### config.mk
export PLATFORM = sky130hd
export DESIGN_NAME = signed_integer_to_radix_digits_top_flat
export DESIGN_NICKNAME = d
export VERILOG_FILES = /design/src/rtl/sird_pkg.sv /design/src/rtl/sird_ifs.sv /design/src/rtl/signed_integer_to_radix_digits_top.sv /design/src/rtl/sird_datapath.sv /design/src/rtl/sird_ctrl.sv /design/src/flat_wrapper.sv
export SDC_FILE = /design/constraint.sdc
export NUM_CORES = 1
export LEC_CHECK = 0
export BUFFER_PORTS_ARGS = -buffer_cell sky130_fd_sc_hd__buf_2
export CELL_PAD_IN_SITES_DETAIL_PLACEMENT = 1
export CELL_PAD_IN_SITES_GLOBAL_PLACEMENT = 2
export CORE_MARGIN = 8
export CORE_UTILIZATION = 30
export CTS_CLUSTER_DIAMETER = 30
export DETAILED_ROUTE_END_ITERATION = 12
export PLACE_DENSITY_LB_ADDON = 0.1
export SYNTH_ARGS = -nofsm -noshare
export SYNTH_HDL_FRONTEND = slang
export SYNTH_SLANG_ARGS = --single-unit
### constraint.sdc
create_clock -name clk -period 23.7 [get_ports clk]
set_clock_uncertainty 0.05 [all_clocks]
set_input_delay 1.185 -clock clk [delete_from_list [all_inputs] [get_ports clk]]
set_output_delay 1.185 -clock clk [all_outputs]
set_load 0.005 [all_outputs]
### src/rtl/sird_pkg.sv
`default_nettype none
package sird_pkg;

    localparam int MAX_RADIX_DEF  = 16;
    localparam int VALUE_BITS_DEF = 32;

    localparam int VALUE_W   = 32;
    localparam int CHAR_W    = 7;
    localparam int RADIX_W   = 5;
    localparam int ALPHA_W   = 64;
    localparam int DIGIT_W   = 4;
    localparam int CFG_IDX_W = 2;
    localparam int BYTE_W    = 8;
    localparam int ALPHA_CHARS = 16;

    // bits of the dividend consumed per division cycle
    localparam int DIV_BITS = 8;

    localparam logic [CFG_IDX_W-1:0] CFG_RADIX    = 2'd0;
    localparam logic [CFG_IDX_W-1:0] CFG_ALPHA_LO = 2'd1;
    localparam logic [CFG_IDX_W-1:0] CFG_ALPHA_HI = 2'd2;

    localparam logic [BYTE_W-1:0] CHAR_PLUS     = 8'h2B;
    localparam logic [BYTE_W-1:0] CHAR_MINUS    = 8'h2D;
    localparam logic [BYTE_W-1:0] CHAR_PRINT_LO = 8'd33;
    localparam logic [BYTE_W-1:0] CHAR_PRINT_HI = 8'd126;

    typedef struct packed {
        logic load;
        logic div_step;
        logic emit_sign;
        logic emit_digit;
    } dp_cmd_t;

    typedef struct packed {
        logic alpha_ok;
        logic neg;
        logic div_done;
        logic quot_zero;
        logic last_digit;
        logic out_free;
    } dp_status_t;

endpackage
`default_nettype wire

### src/rtl/sird_ifs.sv
`default_nettype none
interface sird_in_if;
    logic                               valid;
    logic                               ready;
    logic signed [sird_pkg::VALUE_W-1:0] value;

    modport source (output valid, output value, input ready);
    modport sink   (input valid, input value, output ready);
endinterface

interface sird_out_if;
    logic                        valid;
    logic                        ready;
    logic [sird_pkg::CHAR_W-1:0] character;
    logic                        last_char;

    modport source (output valid, output character, output last_char, input ready);
    modport sink   (input valid, input character, input last_char, output ready);
endinterface

interface sird_cfg_if;
    logic                           valid;
    logic                           ready;
    logic [sird_pkg::CFG_IDX_W-1:0] index;
    logic [sird_pkg::ALPHA_W-1:0]   data;

    modport source (output valid, output index, output data, input ready);
    modport sink   (input valid, input index, input data, output ready);
endinterface
`default_nettype wire

### src/rtl/signed_integer_to_radix_digits_top.sv
`default_nettype none
// Converts a signed VALUE_BITS-bit value to text in a programmable radix (2 to MAX_RADIX),
// most significant digit first, with a leading '-' for negative values; the last
// character of each value has last_char set. Digits come from a 16-entry alphabet
// (registers 1 and 2, digit 0 in the lowest byte); register 0 sets the radix. A radix
// out of range, or a used character that repeats, is outside 33..126, or is '+' or '-',
// makes the value produce no characters. Each digit is the remainder of a division in the
// shared divide-by-radix unit, which retires 8 dividend bits per cycle. Each character
// then leaves through the output register, which holds it until downstream is ready. One
// value is converted at a time; the next is taken while the final character waits
// downstream. Configuration writes are always accepted but only allowed while the block
// is idle.
module signed_integer_to_radix_digits_top #(
    parameter int MAX_RADIX  = sird_pkg::MAX_RADIX_DEF,
    parameter int VALUE_BITS = sird_pkg::VALUE_BITS_DEF
) (
    input  wire logic   clk,
    input  wire logic   rst_n,
    sird_cfg_if.sink    cfg,
    sird_in_if.sink     value_ch,
    sird_out_if.source  char_ch
);

    sird_pkg::dp_cmd_t    cmd;
    sird_pkg::dp_status_t status;

    assign cfg.ready = 1'b1;

    sird_ctrl u_ctrl (
        .clk      (clk),
        .rst_n    (rst_n),
        .in_valid (value_ch.valid),
        .in_ready (value_ch.ready),
        .status   (status),
        .cmd      (cmd)
    );

    sird_datapath #(
        .MAX_RADIX  (MAX_RADIX),
        .VALUE_BITS (VALUE_BITS)
    ) u_datapath (
        .clk       (clk),
        .rst_n     (rst_n),
        .cfg_valid (cfg.valid),
        .cfg_index (cfg.index),
        .cfg_data  (cfg.data),
        .value     (value_ch.value),
        .cmd       (cmd),
        .status    (status),
        .out_ready (char_ch.ready),
        .out_valid (char_ch.valid),
        .character (char_ch.character),
        .last_char (char_ch.last_char)
    );

endmodule
`default_nettype wire

### src/rtl/sird_datapath.sv
`default_nettype none
module sird_datapath #(
    parameter int MAX_RADIX  = sird_pkg::MAX_RADIX_DEF,
    parameter int VALUE_BITS = sird_pkg::VALUE_BITS_DEF
) (
    input  wire logic                             clk,
    input  wire logic                             rst_n,
    input  wire logic                             cfg_valid,
    input  wire logic [sird_pkg::CFG_IDX_W-1:0]   cfg_index,
    input  wire logic [sird_pkg::ALPHA_W-1:0]     cfg_data,
    input  wire logic signed [sird_pkg::VALUE_W-1:0] value,
    input  wire sird_pkg::dp_cmd_t                cmd,
    output sird_pkg::dp_status_t                  status,
    input  wire logic                             out_ready,
    output logic                                  out_valid,
    output logic [sird_pkg::CHAR_W-1:0]           character,
    output logic                                  last_char
);

    localparam int DB         = sird_pkg::DIV_BITS;
    localparam int DIV_CYCLES = (VALUE_BITS + DB - 1) / DB;
    localparam int PAD_W      = DIV_CYCLES * DB;
    localparam int DCYC_W     = (DIV_CYCLES > 1) ? $clog2(DIV_CYCLES) : 1;
    localparam int CNT_W      = $clog2(VALUE_BITS + 1);
    localparam int IDX_W      = $clog2(VALUE_BITS);
    localparam int BW         = sird_pkg::BYTE_W;
    localparam int DW         = sird_pkg::DIGIT_W;
    localparam int RW         = sird_pkg::RADIX_W;

    // configuration
    logic [RW-1:0]                   radix_reg;
    logic [sird_pkg::ALPHA_W-1:0]    alpha_lo_reg;
    logic [sird_pkg::ALPHA_W-1:0]    alpha_hi_reg;
    logic [2*sird_pkg::ALPHA_W-1:0]  alpha_all;
    logic                            ok_reg;
    logic                            ok_next;

    // conversion
    logic [PAD_W-1:0]   work_reg;
    logic [PAD_W-1:0]   work_next;
    logic [DW-1:0]      rem_reg;
    logic [DW-1:0]      rem_next;
    logic               neg_reg;
    logic [DCYC_W-1:0]  dcyc_reg;
    logic [CNT_W-1:0]   dcount_reg;
    logic [DW-1:0]      digit_buffer [VALUE_BITS];

    logic [VALUE_BITS-1:0] raw;
    logic [VALUE_BITS-1:0] mag;
    logic [DB-1:0]         qbits;
    logic [RW-1:0]         trial;
    logic [RW-1:0]         diff;
    logic                  div_done;
    logic [IDX_W-1:0]      rd_idx;
    logic [DW-1:0]         rd_digit;
    logic [BW-1:0]         rd_char;

    logic [sird_pkg::CHAR_W-1:0] char_reg;
    logic                        last_reg;
    logic                        out_valid_reg;

    assign alpha_all = {alpha_hi_reg, alpha_lo_reg};

    // alphabet check
    always_comb
    begin
        logic [BW-1:0] ci;
        logic [BW-1:0] cj;
        logic          used_i;
        logic          used_j;
        ok_next = (radix_reg >= RW'(2)) && (radix_reg <= RW'(MAX_RADIX));
        for (int i = 0; i < MAX_RADIX; i++)
        begin
            ci     = alpha_all[i*BW +: BW];
            used_i = RW'(i) < radix_reg;
            if (used_i && ((ci < sird_pkg::CHAR_PRINT_LO) || (ci > sird_pkg::CHAR_PRINT_HI) ||
                           (ci == sird_pkg::CHAR_PLUS) || (ci == sird_pkg::CHAR_MINUS)))
            begin
                ok_next = 1'b0;
            end
            for (int j = i + 1; j < MAX_RADIX; j++)
            begin
                cj     = alpha_all[j*BW +: BW];
                used_j = RW'(j) < radix_reg;
                if (used_i && used_j && (ci == cj))
                begin
                    ok_next = 1'b0;
                end
            end
        end
    end

    assign raw = value[VALUE_BITS-1:0];
    assign mag = raw[VALUE_BITS-1] ? (~raw + VALUE_BITS'(1)) : raw;

    // DB restoring division steps per cycle, small remainder
    always_comb
    begin
        rem_next = rem_reg;
        qbits    = '0;
        trial    = '0;
        diff     = '0;
        for (int i = 0; i < DB; i++)
        begin
            trial = {rem_next, work_reg[PAD_W-1-i]};
            diff  = trial - radix_reg;
            qbits[DB-1-i] = (trial >= radix_reg);
            rem_next = qbits[DB-1-i] ? diff[DW-1:0] : trial[DW-1:0];
        end
        work_next = (work_reg << DB) | PAD_W'(qbits);
    end

    assign div_done = (dcyc_reg == DCYC_W'(DIV_CYCLES - 1));

    assign rd_idx   = IDX_W'(dcount_reg - CNT_W'(1));
    assign rd_digit = digit_buffer[rd_idx];
    assign rd_char  = alpha_all[{rd_digit, 3'b000} +: BW];

    always_ff @(posedge clk or negedge rst_n)
    begin
        if (!rst_n)
        begin
            radix_reg     <= '0;
            alpha_lo_reg  <= '0;
            alpha_hi_reg  <= '0;
            ok_reg        <= 1'b0;
            dcyc_reg      <= '0;
            dcount_reg    <= '0;
            out_valid_reg <= 1'b0;
        end
        else
        begin
            ok_reg <= ok_next;
            if (cfg_valid)
            begin
                unique case (cfg_index)
                    sird_pkg::CFG_RADIX:    radix_reg    <= cfg_data[RW-1:0];
                    sird_pkg::CFG_ALPHA_LO: alpha_lo_reg <= cfg_data;
                    sird_pkg::CFG_ALPHA_HI: alpha_hi_reg <= cfg_data;
                    default: ;
                endcase
            end

            if (cmd.load)
            begin
                dcyc_reg   <= '0;
                dcount_reg <= '0;
            end
            else if (cmd.div_step)
            begin
                if (div_done)
                begin
                    dcyc_reg   <= '0;
                    dcount_reg <= dcount_reg + CNT_W'(1);
                end
                else
                begin
                    dcyc_reg <= dcyc_reg + DCYC_W'(1);
                end
            end
            else if (cmd.emit_digit)
            begin
                dcount_reg <= dcount_reg - CNT_W'(1);
            end

            if (cmd.emit_sign || cmd.emit_digit)
            begin
                out_valid_reg <= 1'b1;
            end
            else if (out_ready)
            begin
                out_valid_reg <= 1'b0;
            end
        end
    end

    always_ff @(posedge clk)
    begin
        if (cmd.load)
        begin
            work_reg <= PAD_W'(mag);
            rem_reg  <= '0;
            neg_reg  <= raw[VALUE_BITS-1];
        end
        else if (cmd.div_step)
        begin
            work_reg <= work_next;
            rem_reg  <= div_done ? '0 : rem_next;
            if (div_done)
            begin
                digit_buffer[dcount_reg[IDX_W-1:0]] <= rem_next;
            end
        end

        if (cmd.emit_sign)
        begin
            char_reg <= sird_pkg::CHAR_MINUS[sird_pkg::CHAR_W-1:0];
            last_reg <= 1'b0;
        end
        else if (cmd.emit_digit)
        begin
            char_reg <= rd_char[sird_pkg::CHAR_W-1:0];
            last_reg <= (dcount_reg == CNT_W'(1));
        end
    end

    assign status.alpha_ok   = ok_reg;
    assign status.neg        = neg_reg;
    assign status.div_done   = div_done;
    assign status.quot_zero  = (work_next == '0);
    assign status.last_digit = (dcount_reg == CNT_W'(1));
    assign status.out_free   = !out_valid_reg || out_ready;

    assign out_valid = out_valid_reg;
    assign character = char_reg;
    assign last_char = last_reg;

endmodule
`default_nettype wire

### src/rtl/sird_ctrl.sv
`default_nettype none
module sird_ctrl (
    input  wire logic                 clk,
    input  wire logic                 rst_n,
    input  wire logic                 in_valid,
    output logic                      in_ready,
    input  wire sird_pkg::dp_status_t status,
    output sird_pkg::dp_cmd_t         cmd
);

    typedef enum logic [4:0] {
        ST_IDLE   = 5'b00001,
        ST_CHECK  = 5'b00010,
        ST_DIVIDE = 5'b00100,
        ST_SIGN   = 5'b01000,
        ST_EMIT   = 5'b10000
    } state_t;

    state_t state_reg;
    state_t state_next;

    always_comb
    begin
        state_next = state_reg;
        cmd        = '0;
        in_ready   = 1'b0;
        unique case (state_reg)
            ST_IDLE:
            begin
                in_ready = 1'b1;
                if (in_valid)
                begin
                    cmd.load   = 1'b1;
                    state_next = ST_CHECK;
                end
            end
            ST_CHECK:
            begin
                state_next = status.alpha_ok ? ST_DIVIDE : ST_IDLE;
            end
            ST_DIVIDE:
            begin
                cmd.div_step = 1'b1;
                if (status.div_done && status.quot_zero)
                begin
                    state_next = status.neg ? ST_SIGN : ST_EMIT;
                end
            end
            ST_SIGN:
            begin
                if (status.out_free)
                begin
                    cmd.emit_sign = 1'b1;
                    state_next    = ST_EMIT;
                end
            end
            ST_EMIT:
            begin
                if (status.out_free)
                begin
                    cmd.emit_digit = 1'b1;
                    if (status.last_digit)
                    begin
                        state_next = ST_IDLE;
                    end
                end
            end
            default:
            begin
                state_next = ST_IDLE;
            end
        endcase
    end

    always_ff @(posedge clk or negedge rst_n)
    begin
        if (!rst_n)
        begin
            state_reg <= ST_IDLE;
        end
        else
        begin
            state_reg <= state_next;
        end
    end

endmodule
`default_nettype wire

### src/flat_wrapper.sv
// flat-port wrapper written by rule: the top's interface ports become plain ports
module signed_integer_to_radix_digits_top_flat 
#(
    parameter int MAX_RADIX  = sird_pkg::MAX_RADIX_DEF,
    parameter int VALUE_BITS = sird_pkg::VALUE_BITS_DEF
)
  (clk, rst_n, cfg_valid, cfg_index, cfg_data, cfg_ready, value_ch_valid, value_ch_value, value_ch_ready, char_ch_valid, char_ch_character, char_ch_last_char, char_ch_ready);
  sird_cfg_if cfg_i ();
  sird_in_if value_ch_i ();
  sird_out_if char_ch_i ();
  input  wire logic clk;
  input  wire logic rst_n;
  input wire logic [$bits(cfg_i.valid)-1:0] cfg_valid;
  input wire logic [$bits(cfg_i.index)-1:0] cfg_index;
  input wire logic [$bits(cfg_i.data)-1:0] cfg_data;
  output wire logic [$bits(cfg_i.ready)-1:0] cfg_ready;
  input wire logic [$bits(value_ch_i.valid)-1:0] value_ch_valid;
  input wire logic [$bits(value_ch_i.value)-1:0] value_ch_value;
  output wire logic [$bits(value_ch_i.ready)-1:0] value_ch_ready;
  output wire logic [$bits(char_ch_i.valid)-1:0] char_ch_valid;
  output wire logic [$bits(char_ch_i.character)-1:0] char_ch_character;
  output wire logic [$bits(char_ch_i.last_char)-1:0] char_ch_last_char;
  input wire logic [$bits(char_ch_i.ready)-1:0] char_ch_ready;
  assign cfg_i.valid = cfg_valid;
  assign cfg_i.index = cfg_index;
  assign cfg_i.data = cfg_data;
  assign cfg_ready = cfg_i.ready;
  assign value_ch_i.valid = value_ch_valid;
  assign value_ch_i.value = value_ch_value;
  assign value_ch_ready = value_ch_i.ready;
  assign char_ch_valid = char_ch_i.valid;
  assign char_ch_character = char_ch_i.character;
  assign char_ch_last_char = char_ch_i.last_char;
  assign char_ch_i.ready = char_ch_ready;
  signed_integer_to_radix_digits_top #(.MAX_RADIX(MAX_RADIX), .VALUE_BITS(VALUE_BITS)) u_core (.clk(clk), .rst_n(rst_n), .cfg(cfg_i), .value_ch(value_ch_i), .char_ch(char_ch_i));
endmodule
**Word level (Yosys, flattened, before mapping)**

Memories as Yosys holds them, arrays and structs flattened.
Index checks and enable logic that the tools add are counted.

- $add $sub $neg: 12
- Order comparisons: 58
- Equal/unequal tests: 167
- Shift operators: 1
- Muxes and demuxes: 176
- Bitwise gates (word level): 2
- Reduce and logical (&&, ||, !) cells: 319

Operators by type and width:

| kind | count |
|---|---|
| 8-bit equality test | 120 |
| 1-bit logical AND | 258 |
| 8-bit by 6-bit equality test with 1-bit output, second input constant | 32 |
| 1-bit two-way mux | 149 |
| 8-bit by 7-bit > comparator with 1-bit output, second input constant | 16 |
| 8-bit by 6-bit less-than comparator with 1-bit output, second input constant | 16 |
| 128-bit by 8-bit variable part select with 7-bit output | 1 |
| 32-bit two-way mux | 3 |
| 1-bit logical OR | 50 |
| 5-bit greater-or-equal comparator | 8 |
| 4-bit by 5-bit less-than comparator with 1-bit output, first input constant | 8 |
| 4-bit two-way mux | 9 |
| 32-bit by 1-bit adder with 32-bit output, second input constant | 1 |
| 32-bit zero test | 1 |
| 32-bit NOT | 1 |
| 32-bit by 8-bit OR with 32-bit output | 1 |
| 4-bit subtractor | 8 |
| 5-bit two-way mux | 6 |
| 5-bit case mux with 5 select lines | 1 |
| 6-bit two-way mux | 4 |
| 3-bit by 5-bit less-than comparator with 1-bit output, first input constant | 4 |
| 1-bit by 5-bit less-than comparator with 1-bit output, first input constant | 2 |
| 2-bit by 5-bit less-than comparator with 1-bit output, first input constant | 2 |
| 2-bit AND reduction | 4 |
| other kinds (23) | 30 |

- Register bits: 193
- Bits in writable memories: 128
- Input port bits: 103
- Logic and storage cells: 749
- Memories: 1

Memories:

| memory | depth | bits a word | rd ports | clocked after Yosys merged registers in | write ports | line | source |
|---|---|---|---|---|---|---|---|
| u_core.u_datapath.digit_buffer | 32 | 4 | 1 | 0 | 1 | sird_datapath.sv:46 | `logic [DW-1:0] digit_buffer [VALUE_BITS];` |

**Logic depth before layout (Yosys ltp)**

- Word-level depth: 141
- Mapped depth: 62

**Hierarchy**

From an unflattened synthesis, not the netlist that was laid out.

- Cells, all modules: 3,036
- Area, all modules: 29,066.6 µm²

Modules (own cells, without submodules):

| module | times used | cells an instance | area an instance (µm²) | seq. area each (µm²) |
|---|---|---|---|---|
| sird_datapath | 1 | 2,992 | 28,675.0 | 8,653.3 |
| sird_ctrl | 1 | 42 | 380.4 | 126.4 |
| signed_integer_to_radix_digits_top | 1 | 2 | 11.3 | 0.0 |

**Least setup slack after synthesis**

Ideal clock, no wire load.

- Kind: reg2reg
- Start: register u_core.u_datapath.radix_reg[1]
- End: memory u_core.u_datapath.digit_buffer[0][3] in the netlist's numbering (data pin)
- Arrival time: 12.899 ns
- Slack: 10.287 ns
- Stages on the path, launching flop included: 59
- Clock period less this slack: 13.413 ns
- Path through: dfrtp_1 > clkbuf_1 > inv_1 > ha_1 > nor2b_1 > o21ai_0 > nand3b_1 > a21o_1 > a21o_1 > clkbuf_1 > mux2i_1 > ha_1 > a21o_1 > a21o_1 > a21o_1 > a21o_1 > mux2i_1 > ha_1 > [23 not listed] > nand3b_1 > a21o_1 > a21o_1 > mux2i_1 > ha_1 > nor2b_1 > o21ai_0 > nand3b_1 > a21o_1 > a21o_1 > clkbuf_1 > a21oi_1 > ha_1 > a21o_1 > a21o_1 > a21o_1 > a21o_1 > o21ai_0

- Cells in the longest elaborated chain, start to end: 16

Ends and longest elaborated chain:

| what | line | source |
|---|---|---|
| from (decl) | sird_datapath.sv:31 | `logic [RW-1:0] radix_reg;` |
| from (signal assigned) | sird_datapath.sv:137 | `sird_pkg::CFG_RADIX: radix_reg <= cfg_data[RW-1:0];` |
| 4-bit subtractor or 5-bit greater-or-equal comparator (tied branches) | sird_datapath.sv:106, sird_datapath.sv:107 |  |
| 4-bit two-way mux | sird_datapath.sv:108 | `rem_next = qbits[DB-1-i] ? diff[DW-1:0] : trial[DW-1:0];` |
| 4-bit subtractor or 5-bit greater-or-equal comparator (tied branches) | sird_datapath.sv:106, sird_datapath.sv:107 |  |
| 4-bit two-way mux | sird_datapath.sv:108 |  |
| 4-bit subtractor or 5-bit greater-or-equal comparator (tied branches) | sird_datapath.sv:106, sird_datapath.sv:107 |  |
| 4-bit two-way mux | sird_datapath.sv:108 |  |
| 5-bit greater-or-equal comparator or 4-bit subtractor (tied branches) | sird_datapath.sv:107, sird_datapath.sv:106 |  |
| 4-bit two-way mux | sird_datapath.sv:108 |  |
| 4-bit subtractor or 5-bit greater-or-equal comparator (tied branches) | sird_datapath.sv:106, sird_datapath.sv:107 |  |
| 4-bit two-way mux | sird_datapath.sv:108 |  |
| 4-bit subtractor or 5-bit greater-or-equal comparator (tied branches) | sird_datapath.sv:106, sird_datapath.sv:107 |  |
| 4-bit two-way mux | sird_datapath.sv:108 |  |
| 5-bit greater-or-equal comparator or 4-bit subtractor (tied branches) | sird_datapath.sv:107, sird_datapath.sv:106 |  |
| 4-bit two-way mux | sird_datapath.sv:108 |  |
| 4-bit subtractor or 5-bit greater-or-equal comparator (tied branches) | sird_datapath.sv:106, sird_datapath.sv:107 |  |
| 4-bit two-way mux (*) | sird_datapath.sv:108 |  |
| via u_core.u_datapath.rem_next[3] | sird_datapath.sv:42 | `logic [DW-1:0] rem_next;` |
| to (decl) | sird_datapath.sv:46 |  |

The timed path passes the listed nets; every way through them passes the cells marked *.

**Worst setup path after layout**

- Start: register u_core.u_datapath.radix_reg[1]
- End: memory u_core.u_datapath.digit_buffer[10][3] in the netlist's numbering (data pin)

Same word-level chain as after synthesis.

==> impl_metrics.csv <==
group,metric,value,unit
drt,dr.pass1.iters,7,
clock_network,cts_buffers,88,
critical_path,slowest_delay,0.98,ns
floorplan,fp.coreArea,96140,um^2
critical_path,end_kind,"flip-flop",
drt,detail-route-antenna-nets,0,
sta,fmax,67.82,MHz
sta,hold_viol_final,0,
hold_path,hp-class,"in -> async",
drt,avgRoutedWirePerCell,30.49,um
global_routing,grt_overflow,0,
yosys,yosysTopAreaCell,"edfxtp_1",
yosys,synthTopCellsByArea,"edfxtp_1 17%, xnor2_1 17%, xor2_1 14%",
finish,final_cell_area,34270,um^2
yosys,ys_seq_elements,321,
sta,tightestPinTransition,1.241,ns
placement,dp_hpwl,88180,um
clock_network,cts-root-buf,"clkbuf_16",
job,maxCapViolCount,0,
critical_path,worstPathMaxFanout,33,
clock_network,insertion_delay,0.67,ns
yosys,synth_nets,3227,
placement,port_buffers,112,
clock_network,clk_path_buf_depth,3,
global_routing,grt_pass1_vias,26900,
yosys,synth_top_area_share,16.71,%
sta,finalSetupTns,0,ns
yosys,netlist_area,28930,um^2
clock_network,htreeDepth,3,
critical_path,cp_slowest_cell,"o21ai_2",
yosys,yosysSeqAreaShare,30.35,%
placement,gp_congestion,0.8865,
placement,placed_area,30970,um^2
sta,rsz0062_at_grt,"false",
floorplan,row_count,114,
finish,nNetsFinal,3250,
yosys,synthArstFlopShare,46.11,%
finish,area_delta_synth_final,18.46,%
clock_network,clk_pin_slew,0.04,ns
critical_path,startpoint_type,"flip-flop",
critical_path,worstPathRequired,23.94,ns
drt,vias_per_cell,5.620,
finish,drive_gt1_share,20.36,%
critical_path,cp.arrival,14.99,ns
floorplan,pin_count,114,
drt,drt_iter0_markers,1831,
yosys,yosysUniqueCellTypes,75,
drt,drcViolationCount,0,
sta,slew_headroom,17.25,%
sta,fin_crit,14.75,ns
clock_network,cts_sinks,321,
global_routing,grt_pass1_wl,196200,um
yosys,synth-edff-count,161,
drt,routed-via-count,24990,
floorplan,die_width,326.5,um
sta,min_period_over_period,62.22,%
floorplan,dieArea,106600,um^2
global_routing,antenna_found_initial,3,
critical_path,cpMostUsedCell,"a21o_1",
clock_network,cts.repair.resized,0,
status,status,"finished, final reports clean",
yosys,yosys_warnings,0,
critical_path,criticalPathCategory,"reg -> reg",
sta,setup_viol,0,
drt,wl,135600,um
floorplan,start_util,30.09,%
clock_network,post_cts_buffers,0,
global_routing,gr-usage-all-layers,24.71,%
yosys,synth.avg_cell_area,9.426,um^2
sta,drv_slew,0,
yosys,postSynthCellCount,3069,
clock_network,cts_tree,"done",
global_routing,grt_max_degree,65,
yosys,synth_flop_cell,"edfxtp_1",
clock_network,ctsHoldBuffers,0,
finish,largest_reg_flops,128,
floorplan,fp.dieH,326.5,um
## critical path, delay by kind of cell, from the launching register on
family / cells / cell delay [ns]
AND/OR/NAND/NOR: 10 / 1.23
AO/OA/AOI/OAI: 30 / 7.33
buffers and inverters: 2 / 0.68
adder cells (fa/ha/maj): 8 / 2.60
flip-flops: 1 / 0.78
multiplexers: 5 / 1.71
## through the flow
step | utilization (%) | hold WS (ns) | worst slack [ns] | cells
floorplan | - | 0.4027 | 10.29 | 3069
global placement | 32.22 | 0.4096 | 9.370 | 4278
detailed placement | 32.22 | 0.4143 | 8.854 | 4278
CTS | 35.64 | 0.4005 | 8.808 | 4444
global route | 35.64 | 0.4229 | 7.719 | 4444
finish | 35.64 | 0.4099 | 8.954 | 4446
## layer usage
metal | global-route usage (%) | wire, um
met5 | 0 | 0
met4 | 10.95 | 6501
met3 | 4.413 | 7779
met2 | 40.76 | 63080
met1 | 31.48 | 58210
## layout make-up
cell class,count,area (um^2)
Antenna cell,2,5.005
Clock buffer,99,2293
Clock inverter,67,994.7
Fill cell,10800,61870
Inverter,34,127.6
Multi-Input combinational cell,2387,18790
Sequential cell,321,8785
Tap cell,1276,1597
Timing Repair Buffer,260,1678
## final timing paths
check,to,cells after the start,startpoint,slack [ns]
min reg2reg,u_core.u_datapath.last_char,2,u_core.u_datapath.last_char,0.42
min in group clk,u_core.u_datapath.last_char,2,u_core.u_datapath.last_char,0.42
max reg2reg,u_core.u_datapath.digit_buffer[10][3],55,u_core.u_datapath.radix_reg[1],8.95
max,u_core.u_datapath.digit_buffer[10][3],55,u_core.u_datapath.radix_reg[1],8.95
max in group asynchronous,u_core.u_datapath.alpha_lo_reg[7],3,rst_n,21.19
min,u_core.u_datapath.alpha_hi_reg[15],1,rst_n,0.41
## synth_stat cells, types with 28 or more instances
library cell  instances
xnor2_1             550
xor2_1              459
clkbuf_1            179
mux2_2              175
edfxtp_1            161
nand4_1             153
dfrtp_1             147
nand2_1             138
buf_1               133
nor4_1              116
nor2_1              106
o21ai_0              79
nand3_1              77
a21oi_1              72
ha_1                 47
nor3_1               43
inv_1                33
mux4_2               28
## cell families (layout without fill, tap and decap cells)
logic type      after synthesis  after routing  synth area share [%]
mux                         230            230                 9.926
simple gates                755            755                 14.18
flops                       321            321                 30.35
xor+xnor                   1010           1010                 30.60
buf+inv                     361            460                 4.775
other cells                   1              3               0.01296
fa+ha+maj                    55             55                 2.586
compound gates              336            336                 7.565
## cell usage in the layout (no fill, tap or decap), types with 111 or more instances in the layout
master and count:
xnor2_1 550, xor2_1 459, mux2_2 175, edfxtp_1 161, nand4_1 153, buf_4 148, dfrtp_1 143, nand2_1 138
nor4_1 116, buf_2 111
Power is left out: the tool's default activity adds up to more than one toggle a clock period on the data nets, which glitch-free logic cannot reach.
